===== config.mk =====
export PLATFORM = sky130hd
export DESIGN_NAME = socks5_server_handshake_unit_flat
export DESIGN_NICKNAME = d
export VERILOG_FILES = /design/src/rtl/core/socks5_pkg.sv /design/src/rtl/core/socks5_if.sv /design/src/rtl/core/socks5_emit.sv /design/src/rtl/core/socks5_server_handshake_unit.sv /design/src/flat_wrapper.sv
export SDC_FILE = /design/constraint.sdc
export NUM_CORES = 1
export LEC_CHECK = 0
export BUFFER_PORTS_ARGS = -buffer_cell sky130_fd_sc_hd__buf_2
export CAP_MARGIN = 20
export CORE_MARGIN = 2
export CORE_UTILIZATION = 30
export CTS_CLUSTER_SIZE = 12
export DETAILED_ROUTE_END_ITERATION = 12
export PLACE_DENSITY = 0.46
export SYNTH_ARGS = -nofsm -noshare
export SYNTH_HDL_FRONTEND = slang
export SYNTH_HIERARCHICAL = 1
export SYNTH_SLANG_ARGS = --single-unit

===== constraint.sdc =====
create_clock -name clock -period 8.3 [get_ports clock]
set_clock_uncertainty 0.15 [all_clocks]
set_input_delay 1.66 -clock clock [delete_from_list [all_inputs] [get_ports clock]]
set_output_delay 1.66 -clock clock [all_outputs]
set_load 0.05 [all_outputs]

===== src/rtl/core/socks5_pkg.sv =====
// types and constants shared by the socks5 handshake unit
// no dependencies; compiled first

package socks5_pkg;

   // input commands
   localparam logic [1:0] CMD_BYTE    = 2'd0;
   localparam logic [1:0] CMD_OUTCOME = 2'd1;
   localparam logic [1:0] CMD_NEW     = 2'd2;

   // result kinds
   localparam logic [2:0] KIND_REPLY   = 3'd0;
   localparam logic [2:0] KIND_DEST    = 3'd1;
   localparam logic [2:0] KIND_CONNECT = 3'd2;
   localparam logic [2:0] KIND_CLOSE   = 3'd3;
   localparam logic [2:0] KIND_PASS    = 3'd4;

   // configuration register indexes
   localparam logic [1:0] CSR_TOKEN_LEN  = 2'd0;
   localparam logic [1:0] CSR_TOKEN_LOW  = 2'd1;
   localparam logic [1:0] CSR_TOKEN_HIGH = 2'd2;

   // protocol phases
   localparam logic [3:0] PH_GHDR   = 4'd0;
   localparam logic [3:0] PH_GMETH  = 4'd1;
   localparam logic [3:0] PH_AHDR   = 4'd2;
   localparam logic [3:0] PH_AUNAME = 4'd3;
   localparam logic [3:0] PH_APLEN  = 4'd4;
   localparam logic [3:0] PH_APASS  = 4'd5;
   localparam logic [3:0] PH_RHDR   = 4'd6;
   localparam logic [3:0] PH_DLEN   = 4'd7;
   localparam logic [3:0] PH_ADDR   = 4'd8;
   localparam logic [3:0] PH_PORT   = 4'd9;
   localparam logic [3:0] PH_WAIT   = 4'd10;
   localparam logic [3:0] PH_TUNNEL = 4'd11;
   localparam logic [3:0] PH_CLOSED = 4'd12;

   // protocol bytes
   localparam logic [7:0] SOCKS_VER     = 8'h05;
   localparam logic [7:0] METHOD_USERPW = 8'h02;
   localparam logic [7:0] METHOD_NONE   = 8'hFF;
   localparam logic [7:0] AUTH_VER      = 8'h01;
   localparam logic [7:0] CMD_CONNECT   = 8'h01;
   localparam logic [7:0] ATYP_IPV4     = 8'h01;
   localparam logic [7:0] ATYP_DOMAIN   = 8'h03;
   localparam logic [7:0] REP_OK        = 8'h00;
   localparam logic [7:0] REP_FAIL      = 8'h01;
   localparam logic [7:0] REP_REFUSED   = 8'h05;
   localparam logic [7:0] REP_CMD_BAD   = 8'h07;
   localparam logic [7:0] REP_ATYP_BAD  = 8'h08;
   localparam logic [7:0] AUTH_OK       = 8'h00;
   localparam logic [7:0] AUTH_FAIL     = 8'h01;

   localparam logic [4:0] TOKEN_BYTES = 5'd16;

   // shapes of the result burst an item causes
   localparam logic [1:0] MODE_SINGLE  = 2'd0;
   localparam logic [1:0] MODE_REPLY2  = 2'd1;
   localparam logic [1:0] MODE_REPLY10 = 2'd2;

   typedef struct packed {
      logic [1:0]  mode;
      logic        close;     // close word after the reply bytes
      logic [2:0]  kind;      // single-word kind
      logic [7:0]  byte0;     // single byte, or first reply byte
      logic [7:0]  byte1;     // second reply byte, or reply code
      logic [15:0] port;
      logic        ak;
   } plan_type;

endpackage


===== src/rtl/core/socks5_if.sv =====
// handshake channels of the socks5 handshake unit
// depends on nothing; compiled after socks5_pkg

interface socks5_req_if;
   logic       valid;
   logic       ready;
   logic [1:0] command;
   logic [7:0] data_byte;
   logic       connect_ok;
   modport source (output valid, command, data_byte, connect_ok, input ready);
   modport sink   (input valid, command, data_byte, connect_ok, output ready);
endinterface

interface socks5_rsp_if;
   logic        valid;
   logic        ready;
   logic [2:0]  kind;
   logic [7:0]  out_byte;
   logic [15:0] dest_port;
   logic        addr_kind;
   logic        last;
   modport source (output valid, kind, out_byte, dest_port, addr_kind, last, input ready);
   modport sink   (input valid, kind, out_byte, dest_port, addr_kind, last, output ready);
endinterface

interface socks5_csr_if;
   logic        valid;
   logic        ready;
   logic [1:0]  index;
   logic [63:0] data;
   modport source (output valid, index, data, input ready);
   modport sink   (input valid, index, data, output ready);
endinterface


===== src/rtl/core/socks5_emit.sv =====
// result sequencer: holds one burst descriptor and emits its words in order
// depends on socks5_pkg and socks5_rsp_if

module socks5_emit
   import socks5_pkg::*;
(
   input  logic               clock,
   input  logic               reset,
   input  logic               load,
   input  plan_type           plan,
   output logic               free,
   socks5_rsp_if.source       rsp_if
);

   plan_type   plan_ff;
   logic       vld_ff, vld_in;
   logic [3:0] idx_ff, idx_in;
   logic [3:0] last_idx;
   logic       at_last;
   logic       take;

   always_comb begin
      case (plan_ff.mode)
         MODE_SINGLE:  last_idx = 4'd0;
         MODE_REPLY2:  last_idx = plan_ff.close ? 4'd2 : 4'd1;
         MODE_REPLY10: last_idx = plan_ff.close ? 4'd10 : 4'd9;
         default:      last_idx = 4'd0;
      endcase
   end

   assign at_last = (idx_ff == last_idx);
   assign take    = vld_ff && rsp_if.ready;
   assign free    = !vld_ff || (rsp_if.ready && at_last);

   always_comb begin
      vld_in = vld_ff;
      idx_in = idx_ff;
      if (take) begin
         if (at_last) begin
            vld_in = 1'b0;
         end else begin
            idx_in = idx_ff + 4'd1;
         end
      end
      if (load) begin
         vld_in = 1'b1;
         idx_in = 4'd0;
      end
   end

   always_ff @(posedge clock) begin
      if (reset) begin
         vld_ff <= 1'b0;
         idx_ff <= 4'd0;
      end else begin
         vld_ff <= vld_in;
         idx_ff <= idx_in;
      end
   end

   always_ff @(posedge clock) begin
      if (load) begin
         plan_ff <= plan;
      end
   end

   always_comb begin
      rsp_if.kind      = KIND_REPLY;
      rsp_if.out_byte  = 8'h00;
      rsp_if.dest_port = 16'h0000;
      rsp_if.addr_kind = 1'b0;
      case (plan_ff.mode)
         MODE_SINGLE: begin
            rsp_if.kind      = plan_ff.kind;
            rsp_if.out_byte  = plan_ff.byte0;
            rsp_if.dest_port = plan_ff.port;
            rsp_if.addr_kind = plan_ff.ak;
         end
         MODE_REPLY2: begin
            if (idx_ff == 4'd2) begin
               rsp_if.kind = KIND_CLOSE;
            end else begin
               rsp_if.out_byte = (idx_ff == 4'd0) ? plan_ff.byte0 : plan_ff.byte1;
            end
         end
         MODE_REPLY10: begin
            // ver, code, rsv, atyp ipv4, then six zero bytes of address and port
            case (idx_ff)
               4'd0:    rsp_if.out_byte = SOCKS_VER;
               4'd1:    rsp_if.out_byte = plan_ff.byte1;
               4'd3:    rsp_if.out_byte = ATYP_IPV4;
               4'd10:   rsp_if.kind     = KIND_CLOSE;
               default: rsp_if.out_byte = 8'h00;
            endcase
         end
         default: begin
            rsp_if.kind = KIND_CLOSE;
         end
      endcase
   end

   assign rsp_if.valid = vld_ff;
   assign rsp_if.last  = at_last;

`ifndef ASSERT_OFF
   a_idx_range: assert property (@(posedge clock) disable iff (reset)
      vld_ff |-> (idx_ff <= last_idx))
      else $error("word index beyond end of burst");

   a_load_free: assert property (@(posedge clock) disable iff (reset)
      load |-> (!vld_ff || (rsp_if.ready && at_last)))
      else $error("burst loaded over one still in flight");

   a_drain: assert property (@(posedge clock) disable iff (reset)
      (take && at_last && !load) |=> !vld_ff)
      else $error("valid held after final word");

   a_advance: assert property (@(posedge clock) disable iff (reset)
      (take && !at_last) |=> (vld_ff && idx_ff == $past(idx_ff) + 4'd1))
      else $error("burst did not advance after a word was taken");
`endif

endmodule


===== src/rtl/core/socks5_server_handshake_unit.sv =====
// socks5 server handshake: one input word accepted per cycle while the sequencer is free;
// results are registered and follow next cycle; a word yielding n results (n up to 11) holds the
// next input until the cycle its final word is taken; single-result traffic runs at 1/cycle while
// the output is ready; the burst sequencer (one descriptor register) paces multi-word replies
// synchronous active-high reset: phase to greeting, counters and flags zero, token length 1,
// token bytes zero; configuration writes are taken every cycle

module socks5_server_handshake_unit
   import socks5_pkg::*;
(
   input  logic          clock,
   input  logic          reset,
   socks5_req_if.sink    req_if,
   socks5_rsp_if.source  rsp_if,
   socks5_csr_if.sink    csr_if
);

   logic [4:0]   tlen_ff;
   logic [63:0]  tok_low_ff;
   logic [63:0]  tok_high_ff;

   logic [3:0]   ph_ff, ph_in;
   logic [7:0]   cnt_ff, cnt_in;
   logic [7:0]   flen_ff, flen_in;
   logic         meth_ff, meth_in;
   logic         mis_ff, mis_in;
   logic [15:0]  port_ff, port_in;
   logic         ak_ff, ak_in;

   plan_type     plan;
   logic         plan_go;
   logic         emit_free;
   logic         accept;

   logic [7:0]   b;
   logic [7:0]   cnt_inc;
   logic [127:0] tok_all;
   logic [7:0]   tok_byte;
   logic [4:0]   tl_clamp;
   logic         mis_new;
   logic [15:0]  pv;

   assign accept        = req_if.valid && req_if.ready;
   assign req_if.ready  = emit_free;
   assign csr_if.ready  = 1'b1;

   assign b        = req_if.data_byte;
   assign cnt_inc  = cnt_ff + 8'd1;
   assign tok_all  = {tok_high_ff, tok_low_ff};
   // token bytes past the sixteenth compare against zero
   assign tok_byte = (cnt_ff < 8'd16) ? tok_all[{cnt_ff[3:0], 3'b000} +: 8] : 8'h00;
   assign tl_clamp = (tlen_ff > TOKEN_BYTES) ? TOKEN_BYTES : tlen_ff;
   assign mis_new  = mis_ff || (b != tok_byte);
   assign pv       = {port_ff[15:8], b};

   always_comb begin
      ph_in   = ph_ff;
      cnt_in  = cnt_ff;
      flen_in = flen_ff;
      meth_in = meth_ff;
      mis_in  = mis_ff;
      port_in = port_ff;
      ak_in   = ak_ff;
      plan    = '0;
      plan_go = 1'b0;
      case (req_if.command)
         CMD_BYTE: begin
            case (ph_ff)
               PH_GHDR: begin
                  if (cnt_ff == 8'd0) begin
                     mis_in = (b != SOCKS_VER);
                     cnt_in = 8'd1;
                  end else if (mis_ff || b == 8'd0) begin
                     plan.kind = KIND_CLOSE;
                     plan_go   = 1'b1;
                     ph_in     = PH_CLOSED;
                  end else begin
                     flen_in = b;
                     cnt_in  = 8'd0;
                     meth_in = 1'b0;
                     ph_in   = PH_GMETH;
                  end
               end
               PH_GMETH: begin
                  if (b == METHOD_USERPW) begin
                     meth_in = 1'b1;
                  end
                  cnt_in = cnt_inc;
                  if (cnt_inc == flen_ff) begin
                     plan.mode  = MODE_REPLY2;
                     plan.byte0 = SOCKS_VER;
                     plan_go    = 1'b1;
                     if (meth_ff || b == METHOD_USERPW) begin
                        plan.byte1 = METHOD_USERPW;
                        ph_in      = PH_AHDR;
                        cnt_in     = 8'd0;
                        mis_in     = 1'b0;
                     end else begin
                        plan.byte1 = METHOD_NONE;
                        plan.close = 1'b1;
                        ph_in      = PH_CLOSED;
                     end
                  end
               end
               PH_AHDR: begin
                  if (cnt_ff == 8'd0) begin
                     mis_in = (b != AUTH_VER);
                     cnt_in = 8'd1;
                  end else if (mis_ff) begin
                     plan.kind = KIND_CLOSE;
                     plan_go   = 1'b1;
                     ph_in     = PH_CLOSED;
                  end else begin
                     flen_in = b;
                     cnt_in  = 8'd0;
                     ph_in   = (b != 8'd0) ? PH_AUNAME : PH_APLEN;
                  end
               end
               PH_AUNAME: begin
                  cnt_in = cnt_inc;
                  if (cnt_inc == flen_ff) begin
                     ph_in = PH_APLEN;
                  end
               end
               PH_APLEN: begin
                  if (b == 8'd0) begin
                     plan.mode  = MODE_REPLY2;
                     plan.byte0 = AUTH_VER;
                     plan.byte1 = AUTH_FAIL;
                     plan.close = 1'b1;
                     plan_go    = 1'b1;
                     ph_in      = PH_CLOSED;
                  end else begin
                     flen_in = b;
                     cnt_in  = 8'd0;
                     mis_in  = (b != {3'b000, tl_clamp});
                     ph_in   = PH_APASS;
                  end
               end
               PH_APASS: begin
                  // every byte is compared, the verdict comes only at the end
                  mis_in = mis_new;
                  cnt_in = cnt_inc;
                  if (cnt_inc == flen_ff) begin
                     plan.mode  = MODE_REPLY2;
                     plan.byte0 = AUTH_VER;
                     plan.byte1 = mis_new ? AUTH_FAIL : AUTH_OK;
                     plan.close = mis_new;
                     plan_go    = 1'b1;
                     if (mis_new) begin
                        ph_in = PH_CLOSED;
                     end else begin
                        ph_in   = PH_RHDR;
                        cnt_in  = 8'd0;
                        meth_in = 1'b0;
                     end
                  end
               end
               PH_RHDR: begin
                  if (cnt_ff == 8'd0) begin
                     mis_in = (b != SOCKS_VER);
                     cnt_in = 8'd1;
                  end else if (cnt_ff == 8'd1) begin
                     meth_in = (b != CMD_CONNECT);
                     cnt_in  = 8'd2;
                  end else if (cnt_ff == 8'd2) begin
                     cnt_in = 8'd3;
                  end else if (mis_ff) begin
                     plan.kind = KIND_CLOSE;
                     plan_go   = 1'b1;
                     ph_in     = PH_CLOSED;
                  end else if (meth_ff) begin
                     plan.mode  = MODE_REPLY10;
                     plan.byte1 = REP_CMD_BAD;
                     plan.close = 1'b1;
                     plan_go    = 1'b1;
                     ph_in      = PH_CLOSED;
                  end else if (b == ATYP_IPV4) begin
                     ak_in   = 1'b0;
                     flen_in = 8'd4;
                     cnt_in  = 8'd0;
                     ph_in   = PH_ADDR;
                  end else if (b == ATYP_DOMAIN) begin
                     ak_in = 1'b1;
                     ph_in = PH_DLEN;
                  end else begin
                     plan.mode  = MODE_REPLY10;
                     plan.byte1 = REP_ATYP_BAD;
                     plan.close = 1'b1;
                     plan_go    = 1'b1;
                     ph_in      = PH_CLOSED;
                  end
               end
               PH_DLEN: begin
                  if (b == 8'd0) begin
                     plan.kind = KIND_CLOSE;
                     plan_go   = 1'b1;
                     ph_in     = PH_CLOSED;
                  end else begin
                     flen_in = b;
                     cnt_in  = 8'd0;
                     ph_in   = PH_ADDR;
                  end
               end
               PH_ADDR: begin
                  plan.kind  = KIND_DEST;
                  plan.byte0 = b;
                  plan.ak    = ak_ff;
                  plan_go    = 1'b1;
                  cnt_in     = cnt_inc;
                  if (cnt_inc == flen_ff) begin
                     ph_in   = PH_PORT;
                     cnt_in  = 8'd0;
                     port_in = 16'h0000;
                  end
               end
               PH_PORT: begin
                  if (cnt_ff == 8'd0) begin
                     port_in = {b, 8'h00};
                     cnt_in  = 8'd1;
                  end else begin
                     port_in = pv;
                     plan_go = 1'b1;
                     if (pv == 16'h0000) begin
                        plan.mode  = MODE_REPLY10;
                        plan.byte1 = REP_FAIL;
                        plan.close = 1'b1;
                        ph_in      = PH_CLOSED;
                     end else begin
                        plan.kind = KIND_CONNECT;
                        plan.port = pv;
                        plan.ak   = ak_ff;
                        ph_in     = PH_WAIT;
                     end
                  end
               end
               PH_TUNNEL: begin
                  plan.kind  = KIND_PASS;
                  plan.byte0 = b;
                  plan_go    = 1'b1;
               end
               default: begin
               end
            endcase
         end
         CMD_OUTCOME: begin
            if (ph_ff == PH_WAIT) begin
               plan.mode = MODE_REPLY10;
               plan_go   = 1'b1;
               if (req_if.connect_ok) begin
                  plan.byte1 = REP_OK;
                  ph_in      = PH_TUNNEL;
               end else begin
                  plan.byte1 = REP_REFUSED;
                  plan.close = 1'b1;
                  ph_in      = PH_CLOSED;
               end
            end
         end
         CMD_NEW: begin
            ph_in   = PH_GHDR;
            cnt_in  = 8'd0;
            flen_in = 8'd0;
            meth_in = 1'b0;
            mis_in  = 1'b0;
            port_in = 16'h0000;
            ak_in   = 1'b0;
         end
         default: begin
         end
      endcase
   end

   always_ff @(posedge clock) begin
      if (reset) begin
         ph_ff   <= PH_GHDR;
         cnt_ff  <= 8'd0;
         flen_ff <= 8'd0;
         meth_ff <= 1'b0;
         mis_ff  <= 1'b0;
         port_ff <= 16'h0000;
         ak_ff   <= 1'b0;
      end else if (accept) begin
         ph_ff   <= ph_in;
         cnt_ff  <= cnt_in;
         flen_ff <= flen_in;
         meth_ff <= meth_in;
         mis_ff  <= mis_in;
         port_ff <= port_in;
         ak_ff   <= ak_in;
      end
   end

   always_ff @(posedge clock) begin
      if (reset) begin
         tlen_ff     <= 5'd1;
         tok_low_ff  <= 64'd0;
         tok_high_ff <= 64'd0;
      end else if (csr_if.valid && csr_if.ready) begin
         case (csr_if.index)
            CSR_TOKEN_LEN:  tlen_ff     <= csr_if.data[4:0];
            CSR_TOKEN_LOW:  tok_low_ff  <= csr_if.data;
            CSR_TOKEN_HIGH: tok_high_ff <= csr_if.data;
            default: begin
            end
         endcase
      end
   end

   socks5_emit u_emit (
      .clock  (clock),
      .reset  (reset),
      .load   (accept && plan_go),
      .plan   (plan),
      .free   (emit_free),
      .rsp_if (rsp_if)
   );

`ifndef ASSERT_OFF
   a_wait_no_byte_result: assert property (@(posedge clock) disable iff (reset)
      (accept && req_if.command == CMD_BYTE && (ph_ff == PH_WAIT || ph_ff == PH_CLOSED))
      |-> !plan_go)
      else $error("client word produced a result while waiting or closed");

   a_closed_sticky: assert property (@(posedge clock) disable iff (reset)
      (ph_ff == PH_CLOSED && !(accept && req_if.command == CMD_NEW)) |=> ph_ff == PH_CLOSED)
      else $error("left closed phase without a new connection");

   a_new_clears: assert property (@(posedge clock) disable iff (reset)
      (accept && req_if.command == CMD_NEW) |=> (ph_ff == PH_GHDR && cnt_ff == 8'd0))
      else $error("new connection did not clear the session");

   a_tunnel_source: assert property (@(posedge clock) disable iff (reset)
      (ph_ff == PH_TUNNEL && !$past(ph_ff == PH_TUNNEL)) |-> $past(ph_ff == PH_WAIT))
      else $error("tunnel entered without a connect outcome");
`endif

endmodule

===== src/flat_wrapper.sv =====
// flat-port wrapper written by rule: the top's interface ports become plain ports
module socks5_server_handshake_unit_flat import socks5_pkg::*;
  (clock, reset, req_if_valid, req_if_command, req_if_data_byte, req_if_connect_ok, req_if_ready, rsp_if_valid, rsp_if_kind, rsp_if_out_byte, rsp_if_dest_port, rsp_if_addr_kind, rsp_if_last, rsp_if_ready, csr_if_valid, csr_if_index, csr_if_data, csr_if_ready);
  socks5_req_if req_if_i ();
  socks5_rsp_if rsp_if_i ();
  socks5_csr_if csr_if_i ();
  input  logic clock;
  input  logic reset;
  input wire logic [$bits(req_if_i.valid)-1:0] req_if_valid;
  input wire logic [$bits(req_if_i.command)-1:0] req_if_command;
  input wire logic [$bits(req_if_i.data_byte)-1:0] req_if_data_byte;
  input wire logic [$bits(req_if_i.connect_ok)-1:0] req_if_connect_ok;
  output wire logic [$bits(req_if_i.ready)-1:0] req_if_ready;
  output wire logic [$bits(rsp_if_i.valid)-1:0] rsp_if_valid;
  output wire logic [$bits(rsp_if_i.kind)-1:0] rsp_if_kind;
  output wire logic [$bits(rsp_if_i.out_byte)-1:0] rsp_if_out_byte;
  output wire logic [$bits(rsp_if_i.dest_port)-1:0] rsp_if_dest_port;
  output wire logic [$bits(rsp_if_i.addr_kind)-1:0] rsp_if_addr_kind;
  output wire logic [$bits(rsp_if_i.last)-1:0] rsp_if_last;
  input wire logic [$bits(rsp_if_i.ready)-1:0] rsp_if_ready;
  input wire logic [$bits(csr_if_i.valid)-1:0] csr_if_valid;
  input wire logic [$bits(csr_if_i.index)-1:0] csr_if_index;
  input wire logic [$bits(csr_if_i.data)-1:0] csr_if_data;
  output wire logic [$bits(csr_if_i.ready)-1:0] csr_if_ready;
  assign req_if_i.valid = req_if_valid;
  assign req_if_i.command = req_if_command;
  assign req_if_i.data_byte = req_if_data_byte;
  assign req_if_i.connect_ok = req_if_connect_ok;
  assign req_if_ready = req_if_i.ready;
  assign rsp_if_valid = rsp_if_i.valid;
  assign rsp_if_kind = rsp_if_i.kind;
  assign rsp_if_out_byte = rsp_if_i.out_byte;
  assign rsp_if_dest_port = rsp_if_i.dest_port;
  assign rsp_if_addr_kind = rsp_if_i.addr_kind;
  assign rsp_if_last = rsp_if_i.last;
  assign rsp_if_i.ready = rsp_if_ready;
  assign csr_if_i.valid = csr_if_valid;
  assign csr_if_i.index = csr_if_index;
  assign csr_if_i.data = csr_if_data;
  assign csr_if_ready = csr_if_i.ready;
  socks5_server_handshake_unit u_core (.clock(clock), .reset(reset), .req_if(req_if_i), .rsp_if(rsp_if_i), .csr_if(csr_if_i));
endmodule

==> impl_metrics.env, run 1 <==
export IMPL_yosys_area_top_type="dfxtp_1"
export IMPL_p_sw_share_pct=26.2
export IMPL_final_common_cell="nand2_1"
export IMPL_hold_class="register to register"
export IMPL_final_cells=1861
export IMPL_async_flop_share_pct=0
export IMPL_critical_path_class="register to register"
export IMPL_firstDrtPassIters=10
export IMPL_maxCapViolCount=0
export IMPL_ir_drop_uv=126
export IMPL_wire_per_inst_um=18.0
export IMPL_grt_max_degree=65
export IMPL_clock_latency_ps=520
export IMPL_place_inst=1817
export IMPL_rsz0062_at_grt="false"
export IMPL_clk_pin_slew_worst_paths_ps=60
export IMPL_synth_seq_cells=208
export IMPL_power_uw=2450
export IMPL_synth_flop_cell="dfxtp_1"
export IMPL_grt_pass1_wl_um=52900
export IMPL_slew_violations=0
export IMPL_relSlewSlack_pct=26.5
export IMPL_cts_setup_buffers=0
export IMPL_synth_edf_count=39
export IMPL_leakagePower_uw=0.00458
export IMPL_drc=7
export IMPL_root_buffer="clkbuf_16"
export IMPL_p_int_uw=1810
export IMPL_p_comb_share_pct=12.0
export IMPL_hold_depth=2
export IMPL_synth_area_um2=10900
export IMPL_grt_antenna_before_repair=0
export IMPL_fin_crit_ps=4830
export IMPL_crit_path_start_kind="register"
export IMPL_status="finished with violations"
export IMPL_synthToLayoutAreaGrowth_pct=15.4
export IMPL_hpwl_um=23200
export IMPL_syn_inst=1326
export IMPL_r2r_cells=15
export IMPL_io_buffer_count=112
export IMPL_grt_ovfl_total=0
export IMPL_htree_levels=1
export IMPL_tritoncts="yes"
export IMPL_hold_viol_final=0
export IMPL_tightestPinTransition_ps=1090
export IMPL_initial_utilization_pct=30.5
export IMPL_crit_path_end_kind="register"
export IMPL_syn_mean_instance_area_um2=8.20
export IMPL_clock_path_buffers=3
export IMPL_cp_required_ps=8560
export IMPL_final_nets=1481
export IMPL_cp_max_fo=42
export IMPL_p_seq_share_pct=44.0
export IMPL_synth_nets=1424
export IMPL_drive_gt1_share_pct=15.9
export IMPL_fp_dieArea_um2=37800
export IMPL_synth_area_top_cells="dfxtp_1 31%, nand2_1 12%, edfxtp_1 11%"
export IMPL_setup_viol=0
export IMPL_ios=114
export IMPL_drt_wl_total_um=33500
export IMPL_core_area_um2=35700
export IMPL_power_switching_uw=642
export IMPL_synth_cell_type_count=81
export IMPL_die_x_um=194
export IMPL_first_global_vias=9124
export IMPL_vias_per_cell=5.17
export IMPL_routabilityCongestion=0.914
export IMPL_yosysSeqAreaShare_pct=41.9
export IMPL_cts_repair_resized=0
export IMPL_synth_top_area_share_pct=31.1
export IMPL_mostFrequentLayoutCells="338 x nand2_1, 180 x a21oi_1, 168 x dfxtp_1, 111 x buf_2, 59 x nor2_1"
export IMPL_std_cell_rows=69
export IMPL_diodes=0
export IMPL_dieHeight_um=194
export IMPL_fmax_ghz=0.207
export IMPL_drt_iter0_markers=616
export IMPL_ys_warn_count=6
export IMPL_violations="design-rule violations"
export IMPL_grt_use_total_pct=17.4
export IMPL_fin_setup_tns_ps=0
export IMPL_power_per_cell_area_nw_per_um2=195
export IMPL_p_clk_share_pct=44.1
export IMPL_dr_total_vias=9620
export IMPL_cts_buffers=25
export IMPL_cts_sinks=208
export IMPL_hold_buffers=0
export IMPL_arrival_ps=5090
export IMPL_ant_nets=0
export IMPL_finalCritPeriodShare_pct=58.2
==> critical path, cell delays in order, from the launching register on <==
cell and delay [ps]:
dfxtp_1 800, clkinv_1 430, ha_1 420, xnor2_1 160, nand3_1 100, nor4_1 400
nand2b_1 320, mux2_2 370, nor3_1 130, o311ai_0 240, a21oi_4 190, buf_4 430
nor2_1 180, inv_1 130, nor2_1 50, a32o_1 200
==> registers in the layout, summed over array words and instances (netlist names) <==
signal                      count
u_core/tok_high_ff             64
u_core/u_emit/idx_ff            4
u_core/tlen_ff                  5
u_core/ak_ff                    1
u_core/ph_ff                    4
u_core/u_emit/plan_ff          39
u_core/port_ff                  8
u_core/flen_ff                  8
u_core/tok_low_ff              64
u_core/u_emit/rsp_if.valid      1
u_core/cnt_ff                   8
u_core/mis_ff                   1
u_core/meth_ff                  1
==> worst paths after layout <==
check                                          start                                   end  slack [ps]
hold / removal    u_core/tok_low_ff[58]$_SDFFE_PP0P_    u_core/tok_low_ff[58]$_SDFFE_PP0P_         300
setup reg to reg       u_core/cnt_ff[0]$_SDFFE_PP0P_  u_core/u_emit/idx_ff[1]$_SDFFE_PP0P_        3470
setup / recovery       u_core/cnt_ff[0]$_SDFFE_PP0P_  u_core/u_emit/idx_ff[1]$_SDFFE_PP0P_        3470
hold reg to reg   u_core/tok_low_ff[58]$_SDFFE_PP0P_    u_core/tok_low_ff[58]$_SDFFE_PP0P_         300
==> cell usage after synthesis (7+ instances only) <==
master    instances
clkbuf_1         68
edfxtp_1         39
nand2b_1         15
and3_1           17
mux4_2           21
ha_1             16
nand4_1           7
mux2i_1          37
inv_1            26
xor2_1           11
o31ai_1           7
buf_1            14
or2_2            11
nor2_1           59
a21oi_1         181
nor2b_1          19
or3_1             7
buf_2            13
o21ai_0          26
nand3_1          23
mux2_2           10
dfxtp_1         169
nor4_1           10
a31oi_1          12
nand2_1         338
and2_1           32
o22ai_1          11
xnor2_1          11
nor3_1           13
==> logic make-up (layout without fill, tap and decap cells) <==
logic type | count (synthesis) | count (layout) | synth area share (%)
compound gates | 302 | 302 | 16.4
xor+xnor | 22 | 22 | 1.77
fa+ha+maj | 16 | 16 | 1.84
buf+inv | 127 | 201 | 4.67
flops | 208 | 208 | 41.9
mux | 68 | 68 | 8.79
other cells | 1 | 1 | 0.0345
simple gates | 582 | 582 | 24.6
==> power by group through the flow <==
stage | registers (uW) | clock network (uW) | logic [uW]
final | 1080 | 1080 | 293
after global routing | 1080 | 1150 | 323
after CTS | 1080 | 1110 | 293
after detailed placement | 1100 | 0 | 292
after global placement | 1100 | 0 | 293
after floorplan | 1090 | 0 | 197
==> stage by stage <==
stage | setup slack, ps | instance area [um^2] | hold slack [ps] | util [%]
final | 3470 | 12500 | 301 | 35.2
after global routing | 2930 | 12500 | 316 | 35.2
after CTS | 3460 | 12500 | 300 | 35.2
after detailed placement | 3300 | 11800 | 292 | 33.0
after global placement | 3310 | 11800 | 289 | 33.0
after floorplan | 1590 | 10900 | 282 | -
==> area by class of cell <==
class,count,area (um^2)
well taps,461,577
fillers,3761,23100
inverters,29,109
repair buffers,128,683
clock buffers,33,666
clock inverters,11,130
flip-flops and latches,208,4560
multi-input cells,991,5830
==> routing by layer <==
metal / wire length [um] / global-route usage [%]
met2: 15300 / 28.1
met1: 15700 / 24.6
met5: 0 / 0
met3: 1680 / 2.12
met4: 794 / 4.39
Note: power is estimated with default switching activity, not from simulation.
==> inputs of run 2 (changes only) <==
ABC_AREA = 1   (was not set)
PLACE_DENSITY = 0.48   (was 0.46)
clock period = 4.2 ns   (was 8.3 ns; I/O delays follow)
==> impl_metrics.env, run 2 <==
export IMPL_cts_repair_resized=0
export IMPL_dieHeight_um=196
export IMPL_postLayoutCoreUtil_pct=35.3
export IMPL_yosys_area_top_type="dfxtp_1"
export IMPL_synth_flop_cell="dfxtp_1"
export IMPL_firstDrtPassIters=5
export IMPL_cp_endpoint="u_core/u_emit/idx_ff[1]$_SDFFE_PP0P_"
export IMPL_synth_edf_count=39
export IMPL_ys_top_cells_by_count="314 x nand2_1, 266 x nor2_1, 200 x inv_1"
export IMPL_grt_max_degree=143
export IMPL_hold_buffers=0
export IMPL_synth_cell_type_count=46
export IMPL_syn_mean_instance_area_um2=6.75
export IMPL_root_buffer="clkbuf_16"
export IMPL_slew_violations=0
export IMPL_synth_most_common_cell="nand2_1"
export IMPL_async_flop_share_pct=0
export IMPL_crit_buf_inv=2
export IMPL_power_uw=5060
export IMPL_critPathLaunch="u_core/cnt_ff[3]$_SDFFE_PP0P_"
export IMPL_drt_iter0_markers=677
export IMPL_synth_area_um2=11100
export IMPL_synth_seq_cells=208
export IMPL_wire_per_inst_um=16.4
export IMPL_vias_per_cell=4.81
export IMPL_clk_pin_slew_worst_paths_ps=60
export IMPL_final_seq_area_um2=4560
export IMPL_grt_use_met1_pct=26.6
export IMPL_drc=0
export IMPL_routabilityCongestion=0.934
export IMPL_arrival_ps=3560
export IMPL_worst_path_dominant_cell_family="simple AND/OR/NAND/NOR gates"
export IMPL_final_nets=1813
export IMPL_grt_antenna_before_repair=0
export IMPL_fp_dieArea_um2=38500
export IMPL_r2r_end="u_core/u_emit/idx_ff[1]$_SDFFE_PP0P_"
export IMPL_grt_pass1_wl_um=57000
export IMPL_use_met2_pct=29.0
export IMPL_finalCritPeriodShare_pct=77.6
export IMPL_tightestPinTransition_ps=966
export IMPL_grt_ovfl_total=0
export IMPL_ant_nets=0
export IMPL_drive_gt1_share_pct=12.6
export IMPL_top_usage_layer="met2"
export IMPL_crit_path_start_kind="register"
export IMPL_regToRegSetupSlack_ps=940
export IMPL_whs_ps=300
export IMPL_crit_path_end_kind="register"
export IMPL_io_buffer_count=112
export IMPL_fin_crit_ps=3260
export IMPL_die_x_um=196
export IMPL_use_met3_pct=1.94
export IMPL_hold_depth=2
export IMPL_tritoncts="yes"
export IMPL_power_per_cell_area_nw_per_um2=392
export IMPL_std_cell_rows=70
export IMPL_synth_nets=1740
export IMPL_synth_area_top_cells="dfxtp_1 31%, nand2_1 11%, edfxtp_1 11%"
export IMPL_diodes=0
export IMPL_r2r_cells=13
export IMPL_relSlewSlack_pct=35.5
export IMPL_clock_latency_ps=530
export IMPL_ys_warn_count=6
export IMPL_clock_path_buffers=3
export IMPL_timing_rr_start="u_core/cnt_ff[3]$_SDFFE_PP0P_"
export IMPL_max_stage_delay_ps=780
export IMPL_hold_class="register to register"
export IMPL_final_common_cell="nand2_1"
export IMPL_hpwl_um=25400
export IMPL_cp_required_ps=4510
export IMPL_path_depth=13
export IMPL_crit_top_cell="nor2_1"
export IMPL_crit_slowest_cell="dfxtp_1"
export IMPL_ir_drop_uv=260
export IMPL_hold_viol_final=0
export IMPL_initial_utilization_pct=30.3
export IMPL_synthToLayoutAreaGrowth_pct=16.5
export IMPL_fmax_ghz=0.307
export IMPL_fin_setup_tns_ps=0
export IMPL_core_area_um2=36500
export IMPL_critical_path_class="register to register"
export IMPL_grt_use_total_pct=18.6
export IMPL_reg_top3="u_core/tok_high_ff x64, u_core/tok_low_ff x64, u_core/u_emit/plan_ff x39"
export IMPL_setup_viol=0
export IMPL_syn_inst=1642
export IMPL_ios=114
export IMPL_crit_path_cell_trace="nand4_1, nor2_1, xor2_1, xnor2_1, nor2_2, nand3_2, nor2_1, o31ai_1, a21oi_4, buf_12, nor2_1, inv_1, a21oi_1"
export IMPL_htree_levels=1
export IMPL_drt_wl_total_um=36100
export IMPL_cp_max_fo=41
export IMPL_fillers=3991
export IMPL_rsz0062_at_grt="false"
export IMPL_cts_buffers=26
export IMPL_mostFrequentLayoutCells="314 x nand2_1, 265 x nor2_1, 197 x inv_1, 176 x o21ai_0, 168 x dfxtp_1"
export IMPL_dr_total_vias=10599
export IMPL_cts_sinks=208
export IMPL_first_global_vias=10140
export IMPL_synth_top_area_share_pct=30.5
export IMPL_yosysSeqAreaShare_pct=41.1
export IMPL_leakagePower_uw=0.00564
export IMPL_status="finished, final reports clean"
export IMPL_multi_input_area_um2=5370
export IMPL_maxCapViolCount=0
export IMPL_cts_setup_buffers=0
## run 2: changes by cell type after synthesis, sizes merged, moves of 15 or more
| cell | delta |
|---|---|
| nor2 | +212 |
| inv | +183 |
| o21ai | +157 |
| nand3 | +67 |
| a21oi | -42 |
| mux2i | -37 |
| and2 | -33 |
| mux4 | -21 |
| nor2b | -19 |
| and3 | -17 |
| nand4 | +16 |
| nor3 | +16 |
| nand2b | -15 |
## run 2: final cells by class
type	instances	area share (%)
Inverter	212	6.17
Sequential cell	208	35.3
Tap cell	468	4.54
Clock inverter	14	0.766
Multi-Input combinational cell	1137	41.6
Timing Repair Buffer	130	5.87
Clock buffer	34	5.76
## run 2: logic make-up after synthesis
family	share of synthesized area, %
simple gates	28.4
flops	41.1
buf+inv	10.6
compound gates	17.1
other cells	0.0338
xor+xnor	0.948
fa+ha+maj	1.81
## run 2: tightest hold or removal path, stage by stage, from the launching register on
cell and delay, ps:
dfxtp_1 290, inv_1 60, a21oi_1 50
## run 2: layer usage
layer	share of wire, %	routed length (um)
met1	50	18100
met2	43	15400
met3	3.6	1300
met4	3.6	1320
met5	0	0
## run 2: power by group
group / total [uW] / switching (uW) / leakage, uW / internal [uW]
registers: 2160 / 42.0 / 0.00180 / 2120
clock network: 2180 / 875 / 0.000419 / 1300
logic: 724 / 506 / 0.00343 / 219
total: 5060 / 1420 / 0.00564 / 3640
## run 2: worst min-delay path by stage
stage                                             start                                   to  slack (ps)
finish               u_core/tok_low_ff[36]$_SDFFE_PP0P_   u_core/tok_low_ff[36]$_SDFFE_PP0P_         300
global route         u_core/tok_low_ff[57]$_SDFFE_PP0P_   u_core/tok_low_ff[57]$_SDFFE_PP0P_         310
CTS                  u_core/tok_low_ff[51]$_SDFFE_PP0P_   u_core/tok_low_ff[51]$_SDFFE_PP0P_         300
detailed placement   u_core/tok_low_ff[51]$_SDFFE_PP0P_   u_core/tok_low_ff[51]$_SDFFE_PP0P_         290
global placement     u_core/tok_low_ff[44]$_SDFFE_PP0P_   u_core/tok_low_ff[44]$_SDFFE_PP0P_         290
floorplan           u_core/tok_high_ff[11]$_SDFFE_PP0P_  u_core/tok_high_ff[11]$_SDFFE_PP0P_         280
## run 2: metrics by stage
step / area (um^2) / setup slack (ps) / std cells
2_1_floorplan: 11100 / 571 / 1642
3_3_place_gp: 12100 / 838 / 2155
3_5_place_dp: 12100 / 714 / 2155
4_1_cts: 12900 / 924 / 2203
5_1_grt: 12900 / 632 / 2203
6_report: 12900 / 941 / 2203
